===== src/design/owmt_pkg.sv =====
// types, constants and helper functions for the one-wire bus master
// used by onewire_master_timing; depends on nothing
package owmt_pkg;

	// fixed timings in microseconds
	localparam logic [9:0] READ_TAIL_US     = 10'd50;
	localparam logic [9:0] BIT_GAP_US       = 10'd1;
	localparam logic [9:0] RESET_RELEASE_US = 10'd10;

	localparam int NUM_REGS   = 8;
	localparam int REG_W      = 10;
	localparam int ADDR_W     = 5;
	localparam int S_DATA_W   = 16;
	localparam int S_USER_W   = 2;
	localparam int M_DATA_W   = 16;

	// request kinds carried on tuser
	typedef enum logic [1:0] {
		REQ_TICK  = 2'd0,
		REQ_RESET = 2'd1,
		REQ_WRITE = 2'd2,
		REQ_READ  = 2'd3
	} req_t;

	// register map indexes
	typedef enum logic [2:0] {
		REG_RESET_LOW      = 3'd0,
		REG_PRESENCE_WIN   = 3'd1,
		REG_WR_ONE_LOW     = 3'd2,
		REG_WR_ONE_REL     = 3'd3,
		REG_WR_ZERO_LOW    = 3'd4,
		REG_WR_ZERO_REL    = 3'd5,
		REG_READ_LOW       = 3'd6,
		REG_READ_WIN       = 3'd7
	} reg_idx_t;

	typedef logic [REG_W-1:0] cfg_arr_t [NUM_REGS];

	localparam cfg_arr_t CFG_RESET = '{
		10'd480, 10'd480, 10'd6, 10'd64, 10'd60, 10'd10, 10'd6, 10'd15
	};

	// sequencer phases, one-hot
	typedef enum logic [10:0] {
		PH_IDLE       = 11'b000_0000_0001,
		PH_RST_LOW    = 11'b000_0000_0010,
		PH_RST_REL    = 11'b000_0000_0100,
		PH_RST_SAMPLE = 11'b000_0000_1000,
		PH_RST_GUARD  = 11'b000_0001_0000,
		PH_GAP        = 11'b000_0010_0000,
		PH_WR_LOW     = 11'b000_0100_0000,
		PH_WR_REL     = 11'b000_1000_0000,
		PH_RD_LOW     = 11'b001_0000_0000,
		PH_RD_SAMPLE  = 11'b010_0000_0000,
		PH_RD_TAIL    = 11'b100_0000_0000
	} phase_t;

	typedef struct packed {
		phase_t            phase;
		logic [REG_W-1:0]  tc;
	} slot_t;

	// a zero duration counts as one microsecond
	function automatic logic [REG_W-1:0] dur(input logic [REG_W-1:0] v);
		return (v == '0) ? REG_W'(1) : v;
	endfunction

	// low phase that opens a write or read slot
	function automatic slot_t slot_start(input req_t op, input logic [7:0] shift,
			input logic [REG_W-1:0] one_low, input logic [REG_W-1:0] zero_low,
			input logic [REG_W-1:0] rd_low);
		slot_t s;
		if (op == REQ_WRITE) begin
			s.phase = PH_WR_LOW;
			s.tc    = dur(shift[0] ? one_low : zero_low);
		end else begin
			s.phase = PH_RD_LOW;
			s.tc    = dur(rd_low);
		end
		return s;
	endfunction

	// gap before each bit, skipped when the gap is zero
	function automatic slot_t bit_start(input req_t op, input logic [7:0] shift,
			input logic [REG_W-1:0] one_low, input logic [REG_W-1:0] zero_low,
			input logic [REG_W-1:0] rd_low);
		slot_t s;
		if (BIT_GAP_US != '0) begin
			s.phase = PH_GAP;
			s.tc    = dur(BIT_GAP_US);
		end else begin
			s = slot_start(op, shift, one_low, zero_low, rd_low);
		end
		return s;
	endfunction

endpackage


===== src/design/onewire_master_timing.sv =====
// one-wire bus master timing sequencer, paced by microsecond tick words
// depends on owmt_pkg
//
//  channel  dir  handshake                 payload
//  s        in   s_tvalid / s_tready       tuser: req_type; tdata: data_byte, line_level
//  m        out  m_tvalid / m_tready       tdata: drive_low .. cmd_rejected
//  cfg      in   psel / penable / pready   apb, 8 timing registers at 4*i
//
// one word in and one word out per cycle while m_tready is high; each word passes the input register,
// then the sequencer update into the result register
// all timing counts live in a single 10 bit down counter decremented per tick word
// reset: sequencer idle, timing registers at their default values, no clearing pass
// s_tready only drops when both the input and the result register hold a word
// and m_tready is low
module onewire_master_timing (
	input  logic                               clk,
	input  logic                               arst_n,
	input  logic                               s_tvalid,
	output logic                               s_tready,
	// [7:0] data_byte, [8] line_level, [15:9] zero
	input  logic [owmt_pkg::S_DATA_W-1:0]      s_tdata,
	// [1:0] req_type
	input  logic [owmt_pkg::S_USER_W-1:0]      s_tuser,
	output logic                               m_tvalid,
	input  logic                               m_tready,
	// [0] drive_low, [1] busy_res, [2] done_res, [3] no_device,
	// [11:4] read_data, [12] cmd_rejected, [15:13] zero
	output logic [owmt_pkg::M_DATA_W-1:0]      m_tdata,
	input  logic                               psel,
	input  logic                               penable,
	input  logic                               pwrite,
	input  logic [owmt_pkg::ADDR_W-1:0]        paddr,
	input  logic [31:0]                        pwdata,
	output logic [31:0]                        prdata,
	output logic                               pready
);

	localparam int W = owmt_pkg::REG_W;

	owmt_pkg::cfg_arr_t  cfg_q;

	logic                in_valid_s1;
	owmt_pkg::req_t      req_s1;
	logic [7:0]          data_s1;
	logic                line_s1;

	owmt_pkg::phase_t    phase_q;
	owmt_pkg::req_t      op_q;
	logic [W-1:0]        tc_q;
	logic [2:0]          bit_q;
	logic [7:0]          shift_q;
	logic                low_q;

	logic                out_valid_q;
	logic [owmt_pkg::M_DATA_W-1:0] out_q;

	owmt_pkg::phase_t    n_phase;
	owmt_pkg::req_t      n_op;
	logic [W-1:0]        n_tc;
	logic [2:0]          n_bit;
	logic [7:0]          n_shift;
	logic                n_low;
	logic                n_done;
	logic                n_rej;
	logic                end_bit;
	owmt_pkg::slot_t     sl;
	logic                busy;
	logic                n_busy;
	logic                adv;
	logic                fire;
	logic                cfg_wr;

	// apb register file
	assign pready = 1'b1;
	assign cfg_wr = psel & penable & pwrite & pready;
	assign prdata = {{(32 - W){1'b0}}, cfg_q[paddr[4:2]]};

	always_ff @(posedge clk or negedge arst_n) begin
		if (!arst_n) begin
			cfg_q <= owmt_pkg::CFG_RESET;
		end else if (cfg_wr) begin
			cfg_q[paddr[4:2]] <= pwdata[W-1:0];
		end
	end

	// stream handshake
	assign adv      = !out_valid_q || m_tready;
	assign s_tready = !in_valid_s1 || adv;
	assign fire     = in_valid_s1 && adv;
	assign m_tvalid = out_valid_q;
	assign m_tdata  = out_q;

	// input register
	always_ff @(posedge clk or negedge arst_n) begin
		if (!arst_n) begin
			in_valid_s1 <= 1'b0;
		end else if (s_tready) begin
			in_valid_s1 <= s_tvalid;
		end
	end

	always_ff @(posedge clk) begin
		if (s_tvalid && s_tready) begin
			req_s1  <= owmt_pkg::req_t'(s_tuser[1:0]);
			data_s1 <= s_tdata[7:0];
			line_s1 <= s_tdata[8];
		end
	end

	assign busy = (phase_q != owmt_pkg::PH_IDLE);

	// sequencer next state for one word
	always_comb begin
		n_phase = phase_q;
		n_op    = op_q;
		n_tc    = tc_q;
		n_bit   = bit_q;
		n_shift = shift_q;
		n_low   = low_q;
		n_done  = 1'b0;
		n_rej   = 1'b0;
		end_bit = 1'b0;
		sl      = '{phase: owmt_pkg::PH_IDLE, tc: '0};
		if (req_s1 != owmt_pkg::REQ_TICK) begin
			if (busy) begin
				n_rej = 1'b1;
			end else begin
				n_op  = req_s1;
				n_bit = '0;
				n_low = 1'b0;
				if (req_s1 == owmt_pkg::REQ_RESET) begin
					n_shift = '0;
					n_phase = owmt_pkg::PH_RST_LOW;
					n_tc    = owmt_pkg::dur(cfg_q[owmt_pkg::REG_RESET_LOW]);
				end else begin
					n_shift = (req_s1 == owmt_pkg::REQ_WRITE) ? data_s1 : 8'd0;
					sl = owmt_pkg::bit_start(req_s1, n_shift,
						cfg_q[owmt_pkg::REG_WR_ONE_LOW], cfg_q[owmt_pkg::REG_WR_ZERO_LOW],
						cfg_q[owmt_pkg::REG_READ_LOW]);
					n_phase = sl.phase;
					n_tc    = sl.tc;
				end
			end
		end else if (busy) begin
			// any low sample inside a window counts
			if ((phase_q == owmt_pkg::PH_RST_SAMPLE || phase_q == owmt_pkg::PH_RD_SAMPLE)
					&& !line_s1) begin
				n_low = 1'b1;
			end
			if (tc_q > W'(1)) begin
				n_tc = tc_q - W'(1);
			end else begin
				unique case (phase_q)
					owmt_pkg::PH_RST_LOW: begin
						n_phase = owmt_pkg::PH_RST_REL;
						n_tc    = owmt_pkg::dur(owmt_pkg::RESET_RELEASE_US);
					end
					owmt_pkg::PH_RST_REL: begin
						n_low   = 1'b0;
						n_phase = owmt_pkg::PH_RST_SAMPLE;
						n_tc    = owmt_pkg::dur(cfg_q[owmt_pkg::REG_PRESENCE_WIN]);
					end
					owmt_pkg::PH_RST_SAMPLE: begin
						n_phase = owmt_pkg::PH_RST_GUARD;
						n_tc    = owmt_pkg::dur(owmt_pkg::RESET_RELEASE_US);
					end
					owmt_pkg::PH_RST_GUARD: begin
						n_phase = owmt_pkg::PH_IDLE;
						n_tc    = '0;
						n_done  = 1'b1;
					end
					owmt_pkg::PH_GAP: begin
						sl = owmt_pkg::slot_start(op_q, shift_q,
							cfg_q[owmt_pkg::REG_WR_ONE_LOW], cfg_q[owmt_pkg::REG_WR_ZERO_LOW],
							cfg_q[owmt_pkg::REG_READ_LOW]);
						n_phase = sl.phase;
						n_tc    = sl.tc;
					end
					owmt_pkg::PH_WR_LOW: begin
						n_phase = owmt_pkg::PH_WR_REL;
						n_tc    = owmt_pkg::dur(shift_q[0] ? cfg_q[owmt_pkg::REG_WR_ONE_REL]
							: cfg_q[owmt_pkg::REG_WR_ZERO_REL]);
					end
					owmt_pkg::PH_WR_REL: begin
						n_shift = {1'b0, shift_q[7:1]};
						end_bit = 1'b1;
					end
					owmt_pkg::PH_RD_LOW: begin
						n_low   = 1'b0;
						n_phase = owmt_pkg::PH_RD_SAMPLE;
						n_tc    = owmt_pkg::dur(cfg_q[owmt_pkg::REG_READ_WIN]);
					end
					owmt_pkg::PH_RD_SAMPLE: begin
						n_shift = {~n_low, shift_q[7:1]};
						n_phase = owmt_pkg::PH_RD_TAIL;
						n_tc    = owmt_pkg::dur(owmt_pkg::READ_TAIL_US);
					end
					owmt_pkg::PH_RD_TAIL: begin
						end_bit = 1'b1;
					end
					default: begin
						n_phase = owmt_pkg::PH_IDLE;
						n_tc    = '0;
					end
				endcase
				// close a bit slot: finish after the eighth, else start the next
				if (end_bit) begin
					if (bit_q == 3'd7) begin
						n_phase = owmt_pkg::PH_IDLE;
						n_tc    = '0;
						n_done  = 1'b1;
					end else begin
						n_bit = bit_q + 3'd1;
						sl = owmt_pkg::bit_start(op_q, n_shift,
							cfg_q[owmt_pkg::REG_WR_ONE_LOW], cfg_q[owmt_pkg::REG_WR_ZERO_LOW],
							cfg_q[owmt_pkg::REG_READ_LOW]);
						n_phase = sl.phase;
						n_tc    = sl.tc;
					end
				end
			end
		end
	end

	assign n_busy = (n_phase != owmt_pkg::PH_IDLE);

	// sequencer state
	always_ff @(posedge clk or negedge arst_n) begin
		if (!arst_n) begin
			phase_q <= owmt_pkg::PH_IDLE;
			op_q    <= owmt_pkg::REQ_TICK;
			tc_q    <= '0;
			bit_q   <= '0;
			shift_q <= '0;
			low_q   <= 1'b0;
		end else if (fire) begin
			phase_q <= n_phase;
			op_q    <= n_op;
			tc_q    <= n_tc;
			bit_q   <= n_bit;
			shift_q <= n_shift;
			low_q   <= n_low;
		end
	end

	// result register
	always_ff @(posedge clk or negedge arst_n) begin
		if (!arst_n) begin
			out_valid_q <= 1'b0;
		end else if (adv) begin
			out_valid_q <= in_valid_s1;
		end
	end

	always_ff @(posedge clk) begin
		if (fire) begin
			out_q <= {3'b000,
				n_rej,
				(!n_busy && n_op == owmt_pkg::REQ_READ) ? n_shift : 8'd0,
				!n_busy && n_op == owmt_pkg::REQ_RESET && !n_low,
				n_done,
				n_busy,
				n_phase == owmt_pkg::PH_RST_LOW || n_phase == owmt_pkg::PH_WR_LOW
					|| n_phase == owmt_pkg::PH_RD_LOW};
		end
	end

endmodule


===== config.mk =====
export PLATFORM = sky130hd
export DESIGN_NAME = onewire_master_timing
export DESIGN_NICKNAME = d
export VERILOG_FILES = /design/src/design/owmt_pkg.sv /design/src/design/onewire_master_timing.sv
export SDC_FILE = /design/constraint.sdc
export NUM_CORES = 1
export LEC_CHECK = 0
export ABC_AREA = 0
export BUFFER_PORTS_ARGS = -buffer_cell sky130_fd_sc_hd__buf_2
export CAP_MARGIN = 25
export CELL_PAD_IN_SITES_DETAIL_PLACEMENT = 1
export CELL_PAD_IN_SITES_GLOBAL_PLACEMENT = 2
export CORE_MARGIN = 4
export CORE_UTILIZATION = 35
export CTS_CLUSTER_SIZE = 10
export DETAILED_ROUTE_END_ITERATION = 10
export PLACE_DENSITY = 0.74
export SYNTH_ARGS = -nofsm -noshare
export SYNTH_HDL_FRONTEND = slang
export SYNTH_SLANG_ARGS = --single-unit

===== constraint.sdc =====
create_clock -name clk -period 7.2 [get_ports clk]
set_clock_uncertainty 0.15 [all_clocks]
set_input_delay 0 -clock clk [delete_from_list [all_inputs] [get_ports clk]]
set_output_delay 0 -clock clk [all_outputs]
set_load 0.05 [all_outputs]

==> metrics <==
Distinct cells, synth 77; Hold Path End cfg_q[42]; slowest cell delay on critical path 0.78 ns; crit path kind flip-flop to flip-flop; drt wl/cell 22.8 um; reg-to-reg critical path endpoint tc_q[0]; antenna violations before repair 1; Max Cap Viol 0; htree depth 4; Critical Path End Type flip-flop; synthesized flop and latch total 141; post-synth top area cell dfrtp_1; first-pass GRT wire length 41.6 mm; NumNets Final 905; worst-path fanout max 19; worst slew pin tran 0.865 ns; Synth area leaders dfrtp_1 (28%), mux2_2 (13%), edfxtp_1 (8.7%); RSZ-0062 raised after global routing no; gp weighted congestion 0.834; Initial Util 0.361; Post-synth EDFFs 24; Max clock buf depth 2; leakage between 3 and 4 nW; Final Hold Viols 0; Max-Slew Margin vs Limit 0.424; Max Clock Freq ~250 MHz; Avg Vias per Cell 5.61; worst hold slack 0.00389 ns; IO Port Bufs 55; HP Start pwrite; sequential-to-total area share from yosys stat 0.445; most frequent cells in the layout mux2_2 (99), dfrtp_1 (93), nand2_1 (66); worst r2r src req_s1[0]; status finished, final reports clean; Worst VDD drop 152 uV; commonest non-fill, non-tap cell in the layout mux2_2; setup_tns 0 ns; post-DP HPWL 18.3 mm; DR pass1 iterations 5; Crit path max-delay family simple AND/OR/NAND/NOR gates; core area 0.0229 mm2; P per Cell Area 305 mW/mm2; layout overhead on the synthesized area 16.1%; vias in the first global route 7,034; Clock Pin Slew Worst Setup and Hold Paths 0.07 ns; initial drt markers 373; worst path arrival time 4.16 ns; clk_lat worst skew between 0.4 and 0.5 ns; share of layout cells above drive strength 1 0.301; Cells after Synth 772; Startpoint Class flip-flop; gr ovfl total 0; R2R cell count 6; R2R Setup Slk about 3.2 ns; num rows 55; cell with the largest stage delay on the worst path clkinv_1; CP required 7.32 ns; Die Y 162 um; final setup fails 0; largest net degree at the start of global routing 62; CTS Root Cell clkbuf_16; Buf+Inv Stages, Crit Path 1; DRC 0; post-layout util 0.419; Die Width 162 um; Critical Path, Cell by Cell or2_1 > clkinv_1 > ha_1 > nand2b_1 > nor4b_1 > a211oi_1; Max Slew Vio Count 0; Hold WC Path Type input port to flip-flop; fraction of registers with async set/reset 0.830; Ports 113; ANT nets after route 0; # clock sinks 141; TritonCTS clock tree built; CTS resizes 0; Routed WL 26.5 mm; synth warn 0; Period minus WS final 4.04 ns; Final Cycle Share 0.561; post-synth top area share 0.282; CTS Buf Count 17; Most used DFF post-synth dfrtp_1; Vias between 6,000 and 7,000; n_diodes 0; GRT Resource Usage Total 0.204; Synth Cell Area between 0.008 and 0.009 mm2; syn_area_per_cell between 10 and 15 um2; die area 0.0261 mm2; total power about 3 mW; hold depth 4
cell usage after synthesis (3+ instances only):
cell type / instances
a211oi_1: 9
a21oi_1: 35
a221oi_1: 5
a22o_1: 10
a22oi_1: 4
a31oi_1: 7
a41oi_2: 3
and2_1: 3
buf_1: 4
buf_2: 9
buf_4: 26
clkbuf_1: 29
dfrtp_1: 93
dfstp_2: 24
edfxtp_1: 24
ha_1: 6
inv_1: 10
mux2_2: 99
mux2i_1: 23
mux4_2: 16
nand2_1: 66
nand2b_1: 10
nand3_1: 17
nand3b_1: 3
nand4_1: 10
nand4b_1: 3
nor2_1: 60
nor2b_1: 11
nor3_1: 14
nor4_1: 20
nor4_2: 3
nor4b_1: 5
o21ai_0: 37
o31ai_1: 3
or3_1: 6
or4_1: 4
or4_4: 3
xor2_1: 8
state kept, by name, indices dropped and copies added (netlist names), 2 cells and up:
| name | count |
|---|---|
| bit_q | 3 |
| cfg_q | 80 |
| data_s1 | 8 |
| m_tdata | 13 |
| op_q | 2 |
| phase_q | 11 |
| req_s1 | 2 |
| shift_q | 8 |
| tc_q | 10 |
per-layer routing:
metal | up-vias | GRT usage | wire length, um
li1 | 2977 | - | -
met1 | 3354 | 0.266 | 11700
met2 | 166 | 0.355 | 13300
met3 | 30 | 0.0344 | 1070
met4 | 2 | 0.0523 | 473
met5 | - | 0 | 19
stage by stage:
step | worst slack [ns] | cells | cell area (um2)
after floorplan | 4.32 | 796 | 8350
after global placement | 3.21 | 1103 | 8700
after detailed placement | 3.16 | 1104 | 8710
after CTS | 3.11 | 1161 | 9580
after global routing | 2.76 | 1163 | 9600
final | 3.16 | 1163 | 9600
worst register-to-register path, stage by stage, from the launching register on:
cell	delay, ns
edfxtp_1	0.71
or2_1	0.60
clkinv_1	0.78
ha_1	0.57
nand2b_1	0.47
nor4b_1	0.50
a211oi_1	0.10
worst max-delay path by stage:
stage / from / to / slack (ns) / depth (start not counted)
floorplan: tc_q[0] / m_tdata[5] / 4.32 / 11
global placement: req_s1[0] / tc_q[3] / 3.21 / 7
detailed placement: req_s1[0] / tc_q[0] / 3.16 / 6
CTS: req_s1[0] / tc_q[0] / 3.11 / 6
global route: req_s1[0] / tc_q[3] / 2.76 / 7
finish: req_s1[0] / tc_q[0] / 3.16 / 6
timing repair:
item / in CTS / in global routing
buffers inserted: 0 / 0
hold buffers: 25 / 0
hold endpoints to repair: 147 / 0
power by group:
| part | switching (mW) | total [mW] | leakage [nW] | internal, mW |
|---|---|---|---|---|
| combinational | 0.477 | 0.816 | 1.84 | 0.339 |
| sequential | 0.206 | 1.19 | 1.67 | 0.981 |
| clock | 0.405 | 0.922 | 0.301 | 0.516 |
logic make-up after synthesis:
family	share of synthesized area
compound gates	0.116
xor+xnor	0.00954
other cells	0.000909
simple gates	0.161
mux	0.206
flops	0.445
fa+ha+maj	0.00909
buf+inv	0.0522
layout make-up:
class | count | area [um2]
clock buffers | 18 | 450
clock inverters | 14 | 166
repair buffers | 92 | 622
fillers | 2497 | 13300
well taps | 313 | 392
multi-input cells | 573 | 4240
inverters | 12 | 45.0
flip-flops and latches | 141 | 3680
Note: power is estimated with default switching activity, not from simulation.
